File: config.mk
export PLATFORM = sky130hd
export DESIGN_NAME = hsct_ram
export DESIGN_NICKNAME = d
export VERILOG_FILES = /design/src/design/hsct_ram.sv
export SDC_FILE = /design/constraint.sdc
export NUM_CORES = 1
export LEC_CHECK = 0
export ABC_CLOCK_PERIOD_IN_PS = 1900
export BUFFER_PORTS_ARGS = -buffer_cell sky130_fd_sc_hd__buf_2
export CELL_PAD_IN_SITES_DETAIL_PLACEMENT = 2
export CELL_PAD_IN_SITES_GLOBAL_PLACEMENT = 2
export CORE_MARGIN = 10
export CORE_UTILIZATION = 43
export CTS_CLUSTER_SIZE = 25
export DETAILED_ROUTE_END_ITERATION = 10
export PLACE_DENSITY_LB_ADDON = 0.1
export SETUP_SLACK_MARGIN = 0.1
export SYNTH_ARGS = -nofsm -noshare
export SYNTH_HDL_FRONTEND = slang
export SYNTH_SLANG_ARGS = --single-unit
File: constraint.sdc
create_clock -name clk -period 1.9 [get_ports clk]
set_clock_uncertainty 0.2 [all_clocks]
set_input_delay 0.19 -clock clk [delete_from_list [all_inputs] [get_ports clk]]
set_output_delay 0.19 -clock clk [all_outputs]
set_load 0.01 [all_outputs]
File: src/design/hsct_ram.sv
// Generic single-port RAM with registered read.
// No dependencies.
module hsct_ram #(
  parameter int WIDTH = 8,
  parameter int DEPTH = 16
) (
  input  logic                     clk,
  input  logic                     we,
  input  logic [$clog2(DEPTH)-1:0] addr,
  input  logic [WIDTH-1:0]         wdata,
  output logic [WIDTH-1:0]         rdata
);
  logic [WIDTH-1:0] mem [DEPTH];

  always_ff @(posedge clk) begin
    if (we) begin
      mem[addr] <= wdata;
    end
    rdata <= mem[addr];
  end
endmodule

* Yosys cells after proc, flatten, opt, wreduce, memory -nomap -nowiden
Memory sizes are Yosys's and may differ from the RTL's. A register that Yosys moved wholly into a read port is not among the register bits. Cells that the tools add are included.
Word-level totals: bits in registers 0, output and inout bits 8, memory bits (writable) 128, memories 1, input port bits 14
Memory list:
- mem | words 16, bits a word 8, read ports 1, clocked after Yosys merged registers in 1, wr ports 1, line 13 | logic [WIDTH-1:0] mem [DEPTH];
Operators by class: mux-type cells 2
Operator list (count):
- 1-bit two-way mux | 2

* Longest topological paths before layout
Gate-level depths: netlist of run 1.
word-level depth 2, mapped depth 5

* Least setup slack after synthesis of run 1
No wires, ideal clock.
kind input port to flip-flop, start input port addr[2], end memory mem[0][0], enable pin, buffers on the path 0, library setup time 383 ps, data arrival time 1300 ps, slack 17 ps, stages 2, cell sequence or3b_2 nor3_1
RTL lines:
- start, declared | line 9 | input logic [$clog2(DEPTH)-1:0] addr,
- end, declared | line 13
Straight into the memory's write port.

==> flow_metrics.tcl, run 1 <==
set metrics [dict create \
    grt_overflow 0 \
    nNetsFinal 306 \
    reg2reg_depth 3 \
    num_antenna_cells 0 \
    routabilityCongestion 0.7597 \
    die_w_um 128.6 \
    routed_wl_um 11730 \
    grt_usage_pct 15.35 \
    setup_violations 0 \
    hold-path-endpoint "rdata[2]" \
    cts.sinks 136 \
    ir_drop_uv 1148 \
    r2r_end "rdata[1]" \
    fp.coreArea_um2 11470 \
    place_inst 408 \
    worst-setup-path-type "register to register" \
    slew_headroom_pct 48.55 \
    io_pins 22 \
    power_density_nw_per_um2 1083 \
    power.leakage_nw 2.047 \
    root_buffer "clkbuf_16" \
    final_area_um2 6133 \
    fin_cells 447 \
    grt_antenna_before_repair 0 \
    hold_viol 0 \
    dr.first_iter.drc_count 253 \
    rr_startpoint "mem[12][1]" \
    reg2reg_slack_ps 260 \
    path_max_fanout 1 \
    critPathLaunchType "register" \
    cts_made_buffers 17 \
    via_count 2476 \
    area_growth_pct 21.04 \
    grt_pass1_wl_um 18370 \
    initial_utilization_pct 44.19 \
    io_buffers 21 \
    dr.pass1.iters 4 \
    synth_area_um2 5067 \
    layout_common_cells "128 x edfxtp_1, 32 x mux4_2, 21 x buf_2, 21 x buf_4, 17 x clkbuf_16" \
    p_total_w 0.006643 \
    status "finished clean" \
    clk_pin_slew_worst_paths_ps 60 \
    setup.worst_path.end_class "register" \
    drive_above_1_share_pct 34.21 \
    cp.required_ps 1990 \
    min_period_ps 1639 \
    cts_setup_buffers 0 \
    tritoncts "done" \
    fp-row-count 39 \
    dieHeight_um 128.6 \
    dp_hpwl_um 7721 \
    arrival_ps 1730 \
    syn_avg_cell_area_um2 22.03 \
    whs_path_depth 5 \
    final_antenna_net_count 0 \
    slew_violations 0 \
    ys_ff_latch 136 \
    clk-insertion-delay-late_ps 420 \
    ys_types 18 \
    vias_per_cell 5.539 \
    max_freq_mhz 610.0 \
    die-area_um2 16530 \
    cts_resized 0 \
    hp-start "addr[1]" \
    syn_inst 230 \
    final_common_cell "edfxtp_1" \
    grt_max_degree 22 \
    drc 0 \
    worst_slew_pin_slew_ps 770.2 \
    clockBufferDepth 2 \
    grt_pass1_vias 2881 \
    htree_levels 4 \
    dpl-instance-area_um2 5534 \
    wire_per_inst_um 26.24 \
    finalCritPeriodShare_pct 86.28 \
    synth_warnings 0 \
    synthesis.nets 244 \
    cap_violations 0 \
    yosysSeqAreaShare_pct 79.01 \
    setup_tns_ps 0 \
    rsz0062_at_grt "no" \
    hp-class "input pin to register" \
]
[worst max-delay path by stage]
stage / slack (ps) / from / endpoint
CTS: 260 / mem[2][5] / rdata[5]
global route: 210 / mem[12][1] / rdata[1]
floorplan: 70 / addr[1] / mem[12][0]
detailed placement: 30 / addr[0] / rdata[1]
global placement: 40 / addr[0] / rdata[1]
finish: 260 / mem[12][1] / rdata[1]
[cells by family (layout without fill, tap and decap cells)]
group	count (synthesis)	count (layout)	share of synthesized area, %
AO/OA/AOI/OAI	16	16	2.370
buffers and inverters	11	85	1.185
flip-flops	136	136	79.01
multiplexers	32	32	14.22
AND/OR/NAND/NOR	35	35	3.210
[metrics by stage]
stage               setup slack, ps  utilization, %  hold WS [ps]
floorplan                     71.89               -         88.87
global placement              38.98           48.26         385.6
detailed placement            26.31           48.26         393.4
CTS                           262.1           53.49         250.3
global route                  214.9           53.49         268.2
finish                        260.7           53.49         252.3
[cells in the mapped netlist (all sizes together)]
| cell | number | area (um^2) |
|---|---|---|
| nor3 | 4 | 20.02 |
| clkbuf | 3 | 12.51 |
| nand2 | 9 | 33.78 |
| buf | 8 | 47.54 |
| mux4 | 32 | 720.7 |
| nand3 | 1 | 5.000 |
| and2 | 1 | 6.260 |
| or3b | 1 | 8.760 |
| dfxtp | 8 | 160.2 |
| nor2b | 2 | 12.51 |
| nand2b | 2 | 12.51 |
| edfxtp | 128 | 3844 |
| nor2 | 13 | 48.80 |
| a22oi | 16 | 120.1 |
| nand3b | 2 | 15.01 |
[area by class of cell]
class / count / area [um^2]
Fill cell: 954 / 5334
Multi-Input combinational cell: 83 / 1008
Sequential cell: 136 / 4004
Clock buffer: 19 / 432.9
Timing Repair Buffer: 54 / 422.9
Tap cell: 143 / 178.9
Clock inverter: 12 / 86.33
[worst max-delay path, cell delays in order, from the launching register on]
cell and delay, ps:
edfxtp_1 400, mux4_2 510, a22oi_1 300, nand2_1 100
[power by group]
group	internal (W)	total, W	switching [W]
Combinational	0.000158	0.000362	0.000204
Clock	0.00175	0.00290	0.00115
Sequential	0.00336	0.00338	0.0000228
Total	0.00527	0.00664	0.00138
[sequential cells by signal (all words and copies together), names as in the netlist]
register / flops
rdata: 8
mem: 128
[routing by layer]
layer	part of all wire (%)	up-vias	routed length (um)	GRT usage [%]
met2	50	59	5876	24.59
li1	-	1086	-	-
met1	44	1319	5168	19.23
met4	1.2	0	142	4.912
met5	0	-	0	0
met3	4.6	12	541	5.298
[timing repair]
item                       4_1_cts  5_1_grt
setup endpoints to repair        0        0
hold endpoints to repair       116        0
hold buffers                     8        0
Power figures use the tool's default switching activity.
==> run 2, diff against run 1 <==
- CORE_UTILIZATION: 43 -> 46
- CTS_BUF_LIST: not set -> sky130_fd_sc_hd__clkbuf_2
==> run 2 against run 1 <==
  * Fmax is 4.4% lower
  * Largest power group unchanged
  * Combinational power is 2% higher
  * Die area is 5.5% lower
  * Register-to-register slack worse by 30 ps
  * Routed wire length is 5.2% higher
  * Total power is 9.4% lower
==> flow_metrics.tcl, run 2 (synthesized netlist as in run 1, its figures left out) <==
set metrics [dict create \
    grt_usage_pct 16.50 \
    dpl-instance-area_um2 5500 \
    max_freq_mhz 583.3 \
    cts_made_buffers 17 \
    dp_hpwl_um 7763 \
    nNetsFinal 307 \
    cts_resized 0 \
    hold_ws_ps 240.1 \
    final_common_cell "edfxtp_1" \
    clk_pin_slew_worst_paths_ps 200 \
    worst-setup-path-type "input pin to register" \
    num_antenna_cells 0 \
    grt_overflow 0 \
    io_pins 22 \
    routabilityCongestion 0.7192 \
    cts.sinks 136 \
    htree_levels 4 \
    power.leakage_nw 1.988 \
    regArea_um2 4004 \
    layout_common_cells "128 x edfxtp_1, 32 x mux4_2, 21 x buf_2" \
    wire_per_inst_um 27.67 \
    switchingPower_w 0.001268 \
    grt_pass1_vias 2902 \
    pwr-share-comb_pct 6.2 \
    fp-row-count 38 \
    drive_above_1_share_pct 34.31 \
    fp.coreArea_um2 10790 \
    slew_headroom_pct 32.19 \
    path_max_fanout 21 \
    hold_viol 0 \
    worst_slew_pin_slew_ps 1015 \
    tritoncts "done" \
    dieHeight_um 125.0 \
    multi_input_area_um2 1008 \
    slew_violations 0 \
    power_density_nw_per_um2 1008 \
    top_register "mem" \
    setup_violations 0 \
    grt_antenna_before_repair 0 \
    p_int_w 0.004753 \
    largest_reg_flops 128 \
    drc 0 \
    vias_per_cell 5.590 \
    largestRegisters "mem (128), rdata (8)" \
    seqPwrFrac_pct 56.0 \
    grt_max_degree 22 \
    cp.required_ps 2250 \
    switching_share_pct 21.06 \
    dr.pass1.iters 4 \
    die-area_um2 15610 \
    final_util_pct 55.32 \
    initial_utilization_pct 46.95 \
    arrival_ps 2070 \
    dr.first_iter.drc_count 177 \
    finalCritPeriodShare_pct 90.23 \
    ctsHoldBuffers 13 \
    cap_violations 0 \
    io_buffers 21 \
    final_antenna_net_count 0 \
    hp-class "input pin to register" \
    clk-insertion-delay-late_ps 670 \
    root_buffer "clkbuf_2" \
    status "finished clean" \
    fin_cells 446 \
    rsz0062_at_grt "no" \
    nFillCells 887 \
    final_area_um2 5971 \
    min_period_ps 1714 \
    power_frac_clock_pct 37.8 \
    via_count 2493 \
    ir_drop_uv 930.5 \
    cts_setup_buffers 0 \
    setup_tns_ps 0 \
    area_growth_pct 17.83 \
    routed_wl_um 12340 \
    die_w_um 125.0 \
    critPathLaunchType "input pin" \
    clockBufferDepth 2 \
    place_inst 401 \
    grt_pass1_wl_um 19020 \
    setup.worst_path.end_class "register" \
]
run 2: layout make-up:
class | count | area share [%]
multi-input combinational | 83 | 16.89
timing repair buffer | 55 | 7.418
clock buffer | 17 | 1.425
clock inverter | 15 | 4.275
sequential | 136 | 67.06
tap | 140 | 2.934
run 2: metrics by stage:
step / setup WS [ps] / power, W
finish: 185.6 / 0.006021
global placement: 98.23 / 0.003761
floorplan: 71.89 / 0.003614
CTS: 236.4 / 0.006086
global route: 169.4 / 0.006244
detailed placement: 43.01 / 0.003787
run 2: path summary, 6_finish.rpt:
check                                start         end  slack (ps)  depth (start not counted)
worst max-delay path               addr[0]    rdata[7]         190                          6
worst min-delay path              wdata[5]  mem[14][5]         240                          2
worst max register to register   mem[3][4]    rdata[4]         230                          3
worst min register to register  mem[12][1]    rdata[1]         510                          3
run 2: critical path, cell delays in order:
cell	delay, ps
dlygate4sd3_1	520
buf_2	170
buf_12	220
mux4_2	530
a22oi_1	340
nand2_1	90
run 2: power by group through the flow:
| stage | clock (W) | combinational (W) | sequential (W) |
|---|---|---|---|
| 2_1_floorplan | 0 | 0.000173 | 0.00344 |
| 3_3_place_gp | 0 | 0.000330 | 0.00343 |
| 3_5_place_dp | 0 | 0.000348 | 0.00344 |
| 4_1_cts | 0.00233 | 0.000380 | 0.00338 |
| 5_1_grt | 0.00246 | 0.000406 | 0.00338 |
| 6_report | 0.00228 | 0.000371 | 0.00337 |
run 2: layer usage:
layer  wire (um)  global-route usage [%]  vias to the layer above
li1            -                       -                     1089
met1        5259                   20.22                     1339
met2        6406                   27.76                       57
met3         562                   5.027                        8
met4         113                   4.607                        0
met5           0                       0                        -
